<file path="src/rtl/utf8d_pkg.sv">
// ----------------------------------------------------------------------------
// UTF-8 stream decoder package
// Item types, widths and lead byte constants shared by the decoder files.
// ----------------------------------------------------------------------------
`default_nettype none

package utf8d_pkg;

  localparam int unsigned CountWidth   = 20;
  localparam int unsigned PendWidth    = 3;
  localparam int unsigned ValueWidth   = 32;
  localparam int unsigned ContBits     = 6;
  localparam int unsigned PayloadWidth = 5;

  localparam logic [PendWidth-1:0] MaxPending = 3'd5;

  // Lead byte prefix masks (RFC 2279 six byte form).
  localparam logic [7:0] Lead2Mask = 8'hC0;
  localparam logic [7:0] Lead3Mask = 8'hE0;
  localparam logic [7:0] Lead4Mask = 8'hF0;
  localparam logic [7:0] Lead5Mask = 8'hF8;
  localparam logic [7:0] Lead6Mask = 8'hFC;
  localparam logic [7:0] ContMask  = 8'h80;

  typedef struct packed {
    logic [7:0] byte_in;
    logic       last_byte;
  } in_item_t;

  typedef struct packed {
    logic [ValueWidth-1:0] code_point;
    logic                  truncated;
    logic                  last_char;
    logic [CountWidth-1:0] char_count;
  } out_item_t;

  typedef struct packed {
    logic [PendWidth-1:0]    need;
    logic [PayloadWidth-1:0] payload;
  } lead_info_t;

endpackage

`default_nettype wire

</file>
<file path="src/rtl/utf8d_in_if.sv">
// ----------------------------------------------------------------------------
// UTF-8 decoder input channel
// Valid/ready channel that carries one raw byte item.
// ----------------------------------------------------------------------------
`default_nettype none

interface utf8d_in_if;
  logic                valid;
  logic                ready;
  utf8d_pkg::in_item_t data;

  modport source (output valid, output data, input ready);
  modport sink (input valid, input data, output ready);
endinterface

`default_nettype wire

</file>
<file path="src/rtl/utf8d_out_if.sv">
// ----------------------------------------------------------------------------
// UTF-8 decoder output channel
// Valid/ready channel that carries one decoded character item.
// ----------------------------------------------------------------------------
`default_nettype none

interface utf8d_out_if;
  logic                 valid;
  logic                 ready;
  utf8d_pkg::out_item_t data;

  modport source (output valid, output data, input ready);
  modport sink (input valid, input data, output ready);
endinterface

`default_nettype wire

</file>
<file path="src/rtl/utf8d_lead_dec.sv">
// ----------------------------------------------------------------------------
// UTF-8 lead byte classifier
// Finds the sequence length of a lead byte and extracts its payload bits.
// ----------------------------------------------------------------------------
`default_nettype none

module utf8d_lead_dec (
  input  logic [7:0]            byte_i,
  output utf8d_pkg::lead_info_t info_o
);

  always_comb begin
    info_o = '0;
    // Longest prefix wins, so 0xFE and 0xFF fall into the six byte form.
    if ((byte_i & utf8d_pkg::Lead6Mask) == utf8d_pkg::Lead6Mask) begin
      info_o.need    = 3'd5;
      info_o.payload = {4'b0, byte_i[0]};
    end else if ((byte_i & utf8d_pkg::Lead5Mask) == utf8d_pkg::Lead5Mask) begin
      info_o.need    = 3'd4;
      info_o.payload = {3'b0, byte_i[1:0]};
    end else if ((byte_i & utf8d_pkg::Lead4Mask) == utf8d_pkg::Lead4Mask) begin
      info_o.need    = 3'd3;
      info_o.payload = {2'b0, byte_i[2:0]};
    end else if ((byte_i & utf8d_pkg::Lead3Mask) == utf8d_pkg::Lead3Mask) begin
      info_o.need    = 3'd2;
      info_o.payload = {1'b0, byte_i[3:0]};
    end else if ((byte_i & utf8d_pkg::Lead2Mask) == utf8d_pkg::Lead2Mask) begin
      info_o.need    = 3'd1;
      info_o.payload = byte_i[4:0];
    end
  end

endmodule

`default_nettype wire

</file>
<file path="src/rtl/utf8_stream_decoder_top.sv">
// ----------------------------------------------------------------------------
// UTF-8 stream decoder
// Decodes a byte stream in the six byte RFC 2279 form into code points.
// ----------------------------------------------------------------------------
// The result is registered: it is valid in the cycle after the byte that completes it.
// Throughput: one byte item per cycle; the result register is refilled in
// the same cycle it is taken, so input is stalled only by output backpressure.
// Reset clears the sequence state, the character count and the result valid.
`default_nettype none

module utf8_stream_decoder_top (
  input  logic        clk_i,
  input  logic        rst_ni,
  utf8d_in_if.sink    in_i,
  utf8d_out_if.source out_o
);

  localparam int unsigned CW = utf8d_pkg::CountWidth;
  localparam int unsigned VW = utf8d_pkg::ValueWidth;
  localparam int unsigned PW = utf8d_pkg::PendWidth;

  logic [PW-1:0] pend_q, pend_d;
  logic [VW-1:0] value_q, value_d;
  logic [CW-1:0] count_q, count_d;
  logic          out_valid_q, out_valid_d;
  utf8d_pkg::out_item_t out_item_q, out_item_d;

  utf8d_pkg::lead_info_t lead;
  logic          accept;
  logic          has_result;
  logic [7:0]    byte_in;
  logic          last_byte;
  logic [VW-1:0] cont_value;
  logic [PW-1:0] pend_dec;
  logic [CW-1:0] count_inc;

  utf8d_lead_dec u_lead_dec (
    .byte_i (byte_in),
    .info_o (lead)
  );

  assign byte_in    = in_i.data.byte_in;
  assign last_byte  = in_i.data.last_byte;
  assign in_i.ready = !out_valid_q || out_o.ready;
  assign accept     = in_i.valid && in_i.ready;

  assign cont_value = {value_q[VW-utf8d_pkg::ContBits-1:0], byte_in[utf8d_pkg::ContBits-1:0]};
  assign pend_dec   = pend_q - 3'd1;
  assign count_inc  = (&count_q) ? count_q : count_q + CW'(1);

  always_comb begin
    pend_d     = pend_q;
    value_d    = value_q;
    count_d    = count_q;
    has_result = 1'b0;
    out_item_d = out_item_q;

    if (accept) begin
      if (pend_q != '0) begin
        pend_d  = pend_dec;
        value_d = cont_value;
        if (pend_dec == '0) begin
          has_result = 1'b1;
          count_d    = count_inc;
          out_item_d = '{code_point: cont_value, truncated: 1'b0,
                         last_char: last_byte, char_count: count_inc};
        end
      end else if (lead.need == '0) begin
        has_result = 1'b1;
        count_d    = count_inc;
        out_item_d = '{code_point: {{(VW-8){1'b0}}, byte_in}, truncated: 1'b0,
                       last_char: last_byte, char_count: count_inc};
      end else begin
        pend_d  = lead.need;
        value_d = {{(VW-utf8d_pkg::PayloadWidth){1'b0}}, lead.payload};
      end

      // A string that ends with a sequence still open is reported as truncated.
      if (last_byte && !has_result) begin
        has_result = 1'b1;
        out_item_d = '{code_point: '0, truncated: 1'b1,
                       last_char: 1'b1, char_count: count_q};
      end

      if (last_byte) begin
        pend_d  = '0;
        value_d = '0;
        count_d = '0;
      end
    end

    if (has_result) begin
      out_valid_d = 1'b1;
    end else if (out_o.ready) begin
      out_valid_d = 1'b0;
    end else begin
      out_valid_d = out_valid_q;
    end
  end

  always_ff @(posedge clk_i or negedge rst_ni) begin
    if (!rst_ni) begin
      pend_q      <= '0;
      value_q     <= '0;
      count_q     <= '0;
      out_valid_q <= 1'b0;
    end else begin
      pend_q      <= pend_d;
      value_q     <= value_d;
      count_q     <= count_d;
      out_valid_q <= out_valid_d;
    end
  end

  always_ff @(posedge clk_i) begin
    if (has_result) begin
      out_item_q <= out_item_d;
    end
  end

  assign out_o.valid = out_valid_q;
  assign out_o.data  = out_item_q;

  a_pend_range: assert property (@(posedge clk_i) disable iff (!rst_ni)
    pend_q <= utf8d_pkg::MaxPending)
    else $error("pending continuation count out of range");

  a_string_clear: assert property (@(posedge clk_i) disable iff (!rst_ni)
    accept && last_byte |=> pend_q == '0 && count_q == '0 && value_q == '0)
    else $error("state not cleared after last byte of string");

  a_trunc_form: assert property (@(posedge clk_i) disable iff (!rst_ni)
    out_valid_q && out_item_q.truncated |->
      out_item_q.code_point == '0 && out_item_q.last_char)
    else $error("truncation result malformed");

  a_char_counted: assert property (@(posedge clk_i) disable iff (!rst_ni)
    out_valid_q && !out_item_q.truncated |-> out_item_q.char_count != '0)
    else $error("character result with zero count");

  a_no_drop: assert property (@(posedge clk_i) disable iff (!rst_ni)
    out_valid_q && !out_o.ready |-> !in_i.ready)
    else $error("input taken while result is stalled");

endmodule

`default_nettype wire

</file>
<file path="src/flat_wrapper.sv">
// flat-port wrapper written by rule: the top's interface ports become plain ports
module utf8_stream_decoder_top_flat 
  (clk_i, rst_ni, in_i_valid, in_i_data, in_i_ready, out_o_valid, out_o_data, out_o_ready);
  utf8d_in_if in_i_i ();
  utf8d_out_if out_o_i ();
  input  logic clk_i;
  input  logic rst_ni;
  input wire logic [$bits(in_i_i.valid)-1:0] in_i_valid;
  input wire logic [$bits(in_i_i.data)-1:0] in_i_data;
  output wire logic [$bits(in_i_i.ready)-1:0] in_i_ready;
  output wire logic [$bits(out_o_i.valid)-1:0] out_o_valid;
  output wire logic [$bits(out_o_i.data)-1:0] out_o_data;
  input wire logic [$bits(out_o_i.ready)-1:0] out_o_ready;
  assign in_i_i.valid = in_i_valid;
  assign in_i_i.data = in_i_data;
  assign in_i_ready = in_i_i.ready;
  assign out_o_valid = out_o_i.valid;
  assign out_o_data = out_o_i.data;
  assign out_o_i.ready = out_o_ready;
  utf8_stream_decoder_top u_core (.clk_i(clk_i), .rst_ni(rst_ni), .in_i(in_i_i), .out_o(out_o_i));
endmodule
</file>
<file path="config.mk">
export PLATFORM = sky130hd
export DESIGN_NAME = utf8_stream_decoder_top_flat
export DESIGN_NICKNAME = d
export VERILOG_FILES = /design/src/rtl/utf8d_pkg.sv /design/src/rtl/utf8d_in_if.sv /design/src/rtl/utf8d_out_if.sv /design/src/rtl/utf8d_lead_dec.sv /design/src/rtl/utf8_stream_decoder_top.sv /design/src/flat_wrapper.sv
export SDC_FILE = /design/constraint.sdc
export NUM_CORES = 1
export LEC_CHECK = 0
export BUFFER_PORTS_ARGS = -buffer_cell sky130_fd_sc_hd__buf_2
export CORE_MARGIN = 1
export CORE_UTILIZATION = 55
export CTS_BUF_LIST = sky130_fd_sc_hd__clkbuf_8
export DETAILED_ROUTE_END_ITERATION = 10
export PLACE_DENSITY = 0.89
export SYNTH_ARGS = -nofsm -noshare
export SYNTH_HDL_FRONTEND = slang
export SYNTH_SLANG_ARGS = --single-unit
</file>
<file path="constraint.sdc">
create_clock -name clk_i -period 3.1 [get_ports clk_i]
set_clock_uncertainty 0.1 [all_clocks]
set_input_delay 0.62 -clock clk_i [delete_from_list [all_inputs] [get_ports clk_i]]
set_output_delay 0.62 -clock clk_i [all_outputs]
set_load 0.02 [all_outputs]
</file>
## Word level (Yosys, flattened, before mapping)

Cells that the tools add are included.

| storage, ports and cells | value |
|---|---|
| flip-flop bits (word level) | 104 |
| output and inout port bits | 56 |
| logic and storage cells | 61 |

| cells by class | value |
|---|---|
| add/sub/neg operators | 2 |
| equality and inequality tests | 8 |
| muxes and demuxes | 28 |
| reduce and logical (&&, ||, !) cells | 15 |

Operators by type and width:

| kind | count |
|---|---|
| $mux W54 | 3 |
| $mux W20 | 6 |
| $mux W26 | 3 |
| $add A20 B1 Y20 const B | 1 |
| $reduce_and A20 Y1 | 1 |
| $mux W8 | 2 |
| $mux W7 | 2 |
| $mux W3 | 3 |
| $reduce_bool A3 Y1 | 3 |
| $mux W1 | 8 |
| $eq A6 B6 Y1 const B | 1 |
| $logic_not A3 Y1 | 2 |
| $mux W6 | 1 |
| $ne A3 B3 Y1 const B | 2 |
| $eq A5 B5 Y1 const B | 1 |
| $eq A4 B4 Y1 const B | 1 |
| $reduce_and A4 Y1 | 1 |
| $eq A3 B3 Y1 const B | 1 |
| $ne A3 B2 Y1 const B | 1 |
| $reduce_and A3 Y1 | 1 |
| $sub A3 B1 Y3 const B | 1 |
| $eq A2 B2 Y1 const B | 1 |
| $logic_and A1 B1 Y1 | 2 |
| $logic_not A1 Y1 | 2 |
| other kinds (3) | 3 |

## Logic depth before layout (Yosys ltp)

| logic depth | value |
|---|---|
| word-level depth | 15 |
| depth in mapped cells | 10 |
| depth with buffers taken out | 8 |

## Modules after synthesis

A second synthesis with hierarchy kept.

| second synthesis, totals | value |
|---|---|
| cell total of the unflattened synthesis | 468 |
| area, all modules | 4968.5 um^2 |

Modules (own cells, without submodules):

| module | instances | cells an instance | area each (um^2) | sequential area each (um^2) |
|---|---|---|---|---|
| utf8_stream_decoder_top | 1 | 453 | 4879.7 | 2872.8 |
| utf8d_lead_dec | 1 | 15 | 88.8 | 0.0 |

## Worst setup path before layout

Ideal clock, no wire load.

| path | value |
|---|---|
| kind | register to register |
| start | register u_core.pend_q[0] |
| end | register u_core.count_q[15] |
| arrival time | 2.087 ns |
| data required time | 2.881 ns |
| setup slack | 0.794 ns |
| stages on the path, launching flop included | 11 |
| path through | dfrtp_1 > inv_1 > ha_1 > nor2b_1 > buf_2 > a21oi_2 > a21o_1 > inv_1 > buf_6 > o211a_1 > nor2_1 |

| on the way | value |
|---|---|
| longest elaborated chain between the ends | 4 |

RTL lines:

| item | RTL line | source |
|---|---|---|
| start, declared | utf8_stream_decoder_top.sv:22 | `logic [PW-1:0] pend_q, pend_d;` |
| start signal, assigned | utf8_stream_decoder_top.sv:108 | `pend_q <= pend_d;` |
| $sub A3 B1 Y3 | utf8_stream_decoder_top.sv:48 | `assign pend_dec = pend_q - 3'd1;` |
| $logic_not A3 Y1 | utf8_stream_decoder_top.sv:62 | `if (pend_dec == '0) begin` |
| $ne A3 B3 Y1 (no source line) | - |  |
| $reduce_and A3 Y1 (no source line) | - |  |
| end signal, assigned | utf8_stream_decoder_top.sv:110 | `count_q <= count_d;` |
| end, declared | utf8_stream_decoder_top.sv:24 | `logic [CW-1:0] count_q, count_d;` |

Several ways; a longest one is shown, not always the timed one.
A chain may end at the register's enable or synchronous reset.

## Final worst setup path

| path | value |
|---|---|
| start | register u_core.pend_q[0] |
| end | register u_core.value_q[2] |

| on the way | value |
|---|---|
| longest elaborated chain between the ends | 3 |

RTL lines:

| item | RTL line | source |
|---|---|---|
| $reduce_bool A3 Y1 (*) | utf8_stream_decoder_top.sv:59 | `if (pend_q != '0) begin` |
| $ne A3 B2 Y1 (no source line) or $mux W26 (tied branches) | - |  |
| $reduce_and A2 Y1 (no source line) or $mux W26 (tied branches) | - |  |
| end signal, assigned | utf8_stream_decoder_top.sv:109 | `value_q <= value_d;` |
| end, declared | utf8_stream_decoder_top.sv:23 | `logic [VW-1:0] value_q, value_d;` |

Mark *: on every way between the ends. The rest lies on a longest branch, timed or not.

==> impl_metrics.py <==
metrics = {
    "global_routing": {
        "grt_pass1_vias": 3476,
        "grt_start_max_net_pins": 57,
        "grt.total_usage": 0.2363,
        "grt_antenna_before_repair": 0,
        "grt_pass1_wl_mm": 16.46,
        "grt_overflow": 0,
    },
    "clock_tree": {
        "numClockSinks": 104,
        "clockRootBuffer": "clkbuf_8",
        "post_cts_resized": 0,
        "clk_latency_ps": 370,
        "clockBufferDepth": 2,
        "cts_htree_levels": 3,
        "cts_buffers": 9,
        "cts.reportedPaths.clkPinSlew_ps": 110,
        "cts_setup_buffers": 0,
        "tritoncts": "done",
        "hold_buffers": 0,
    },
    "drt": {
        "drtIter0Drc": 254,
        "via_count": 3722,
        "wl_per_cell_um": 16.18,
        "wirelength_mm": 10.18,
        "ant_nets": 0,
        "detail_route.first_pass.iterations": 5,
        "drc": 0,
        "viasPerCell": 5.917,
    },
    "placed_design": {
        "place_hpwl_mm": 6.886,
        "portBuffers": 68,
        "gp_congestion": 0.9295,
        "dp_cells": 613,
    },
    "floorplanning": {
        "initial_core_util": 0.5668,
        "die_width_um": 96.57,
        "die_h_um": 96.57,
        "rows": 34,
        "core-area_um2": 8678,
        "dieArea_um2": 9325,
        "pin_count": 69,
    },
    "sta": {
        "finalSetupViolations": 0,
        "maxSlewViolCount": 0,
        "fin_tns_setup_ps": 0,
        "rsz0062_at_grt": "no",
        "fin_crit_ps": 2652,
        "finalHoldViolations": 0,
        "post-route-period-util": 0.8554,
        "tightest_slew_ps": 886.3,
        "slew_headroom": 0.4092,
        "timing.fmax_mhz": 377.1,
    },
    "synthesis": {
        "synth_edf_count": 54,
        "synth.distinct_cells": 60,
        "synth_area_leaders": "edfxtp_1 (33%), dfrtp_1 (25%), nand2_1 (5.3%)",
        "async_reset_ff_frac": 0.4808,
        "synth_top_area_share": 0.3297,
        "synthesis.area_um2": 4918,
        "synthCells": 453,
        "synth-seq-area-share": 0.5841,
        "synthesis.nets": 470,
        "ys.flop_type": "edfxtp_1",
        "ys.warnings.count": 0,
        "synth-seq-cells": 104,
        "synth_area_per_cell_um2": 10.86,
        "netlist.top_cell.by_area": "edfxtp_1",
    },
    "final_layout": {
        "final_cell_mix": "nand2_1 (69), buf_2 (68), edfxtp_1 (54)",
        "finalNonFillerCells": 629,
        "n_antenna_cell": 0,
        "final_common_cell": "nand2_1",
        "drive_gt1_frac": 0.2265,
        "nets": 533,
        "synthToLayoutAreaGrowth_pct": 12.16,
    },
    "status": {
        "outcome": "finished clean",
    },
    "critical_path": {
        "worstSetupPathType": "flip-flop to flip-flop",
        "start_kind": "flip-flop",
        "cp_max_fo": 56,
        "arrival_ps": 2820,
        "required_ps": 3270,
        "endpoint_kind": "flip-flop",
    },
    "pwr": {
        "power_density_nw_per_um2": 693.1,
        "p_leak_nw": 2.316,
        "peakVddDrop_uv": 392.2,
    },
    "job": {
        "cap_violations": 0,
    },
    "hold_path": {
        "hold_path_class": "input pin to asynchronous set/reset pin",
    },
}
[state kept, by name (all words and copies together), names as in the netlist]
name	count
u_core.out_o.data	54
u_core.count_q	20
u_core.value_q	26
u_core.out_o.valid	1
u_core.pend_q	3
[critical path, cell delays in order (launching register included)]
cell     delay [ps]
dfrtp_1         440
inv_1           100
ha_1            200
nor2b_1         290
buf_4           240
a31o_2          750
nor2_1          120
a32o_1          290
[power breakdown]
part | switching [mW] | leakage (nW) | internal, mW
Combinational | 0.760 | 1.01 | 0.354
Clock | 0.507 | 0.0997 | 0.316
Sequential | 0.146 | 1.20 | 1.74
Total | 1.41 | 2.32 | 2.41
[area by class of cell]
type	count	area, µm²
clock inverter	7	68.82
multi-input combinational	307	1829
timing repair buffer	81	437.9
sequential	104	2873
fill	686	3162
clock buffer	9	123.9
tap	108	135.1
inverter	13	48.80
[cells in the mapped netlist (all sizes together), types with 4 or more instances]
cell type	number
inv	13
mux2i	4
buf	14
nor3	7
clkbuf	15
and2	30
xnor2	10
nand3	14
a31o	4
dfrtp	50
and4	6
nor2	22
and3	5
xor2	4
a21oi	26
a31oi	9
edfxtp	54
nand2	70
o21ai	39
ha	4
nand4	10
[metrics by stage]
step	total power [mW]	hold WS, ps	util	instance area (µm²)	worst slack [ps]
global route	4.022	106.5	0.6357	5517	201.9
finish	3.824	86.21	0.6357	5517	448.2
global placement	2.954	356.5	0.6135	5324	677.9
floorplan	2.642	224.4	-	4918	794.3
detailed placement	3.006	369.8	0.6135	5324	547.1
CTS	3.835	89.12	0.6357	5517	482.4
[metal layers]
metal,wire length [µm],GRT usage,part of all wire,up-vias
met1,4321,0.3112,0.42,1764
met5,0,0,0,-
met2,4861,0.3656,0.48,189
met3,735,0.03834,0.072,32
met4,258,0.1495,0.025,0
li1,-,-,-,1737
[worst paths after layout]
| check | slack [ps] | cells after the start | endpoint | startpoint |
|---|---|---|---|---|
| hold reg to reg | 390 | 2 | u_core.value_q[22] | u_core.value_q[22] |
| setup / recovery | 450 | 7 | u_core.value_q[2] | u_core.pend_q[0] |
| setup reg to reg | 450 | 7 | u_core.value_q[2] | u_core.pend_q[0] |
| min in group clk_i | 390 | 2 | u_core.value_q[22] | u_core.value_q[22] |
| hold / removal | 90 | 1 | u_core.count_q[10] | rst_ni |
| max in group asynchronous | 2030 | 2 | u_core.value_q[4] | rst_ni |
[cell families after synthesis]
family                   share of synthesized area
buffers and inverters                      0.04401
flip-flops                                  0.5841
adder cells (fa/ha/maj)                    0.01018
AND/OR/NAND/NOR                             0.1944
AO/OA/AOI/OAI                               0.1320
multiplexers                               0.01043
XOR/XNOR                                   0.02493
Power figures use the tool's default switching activity.
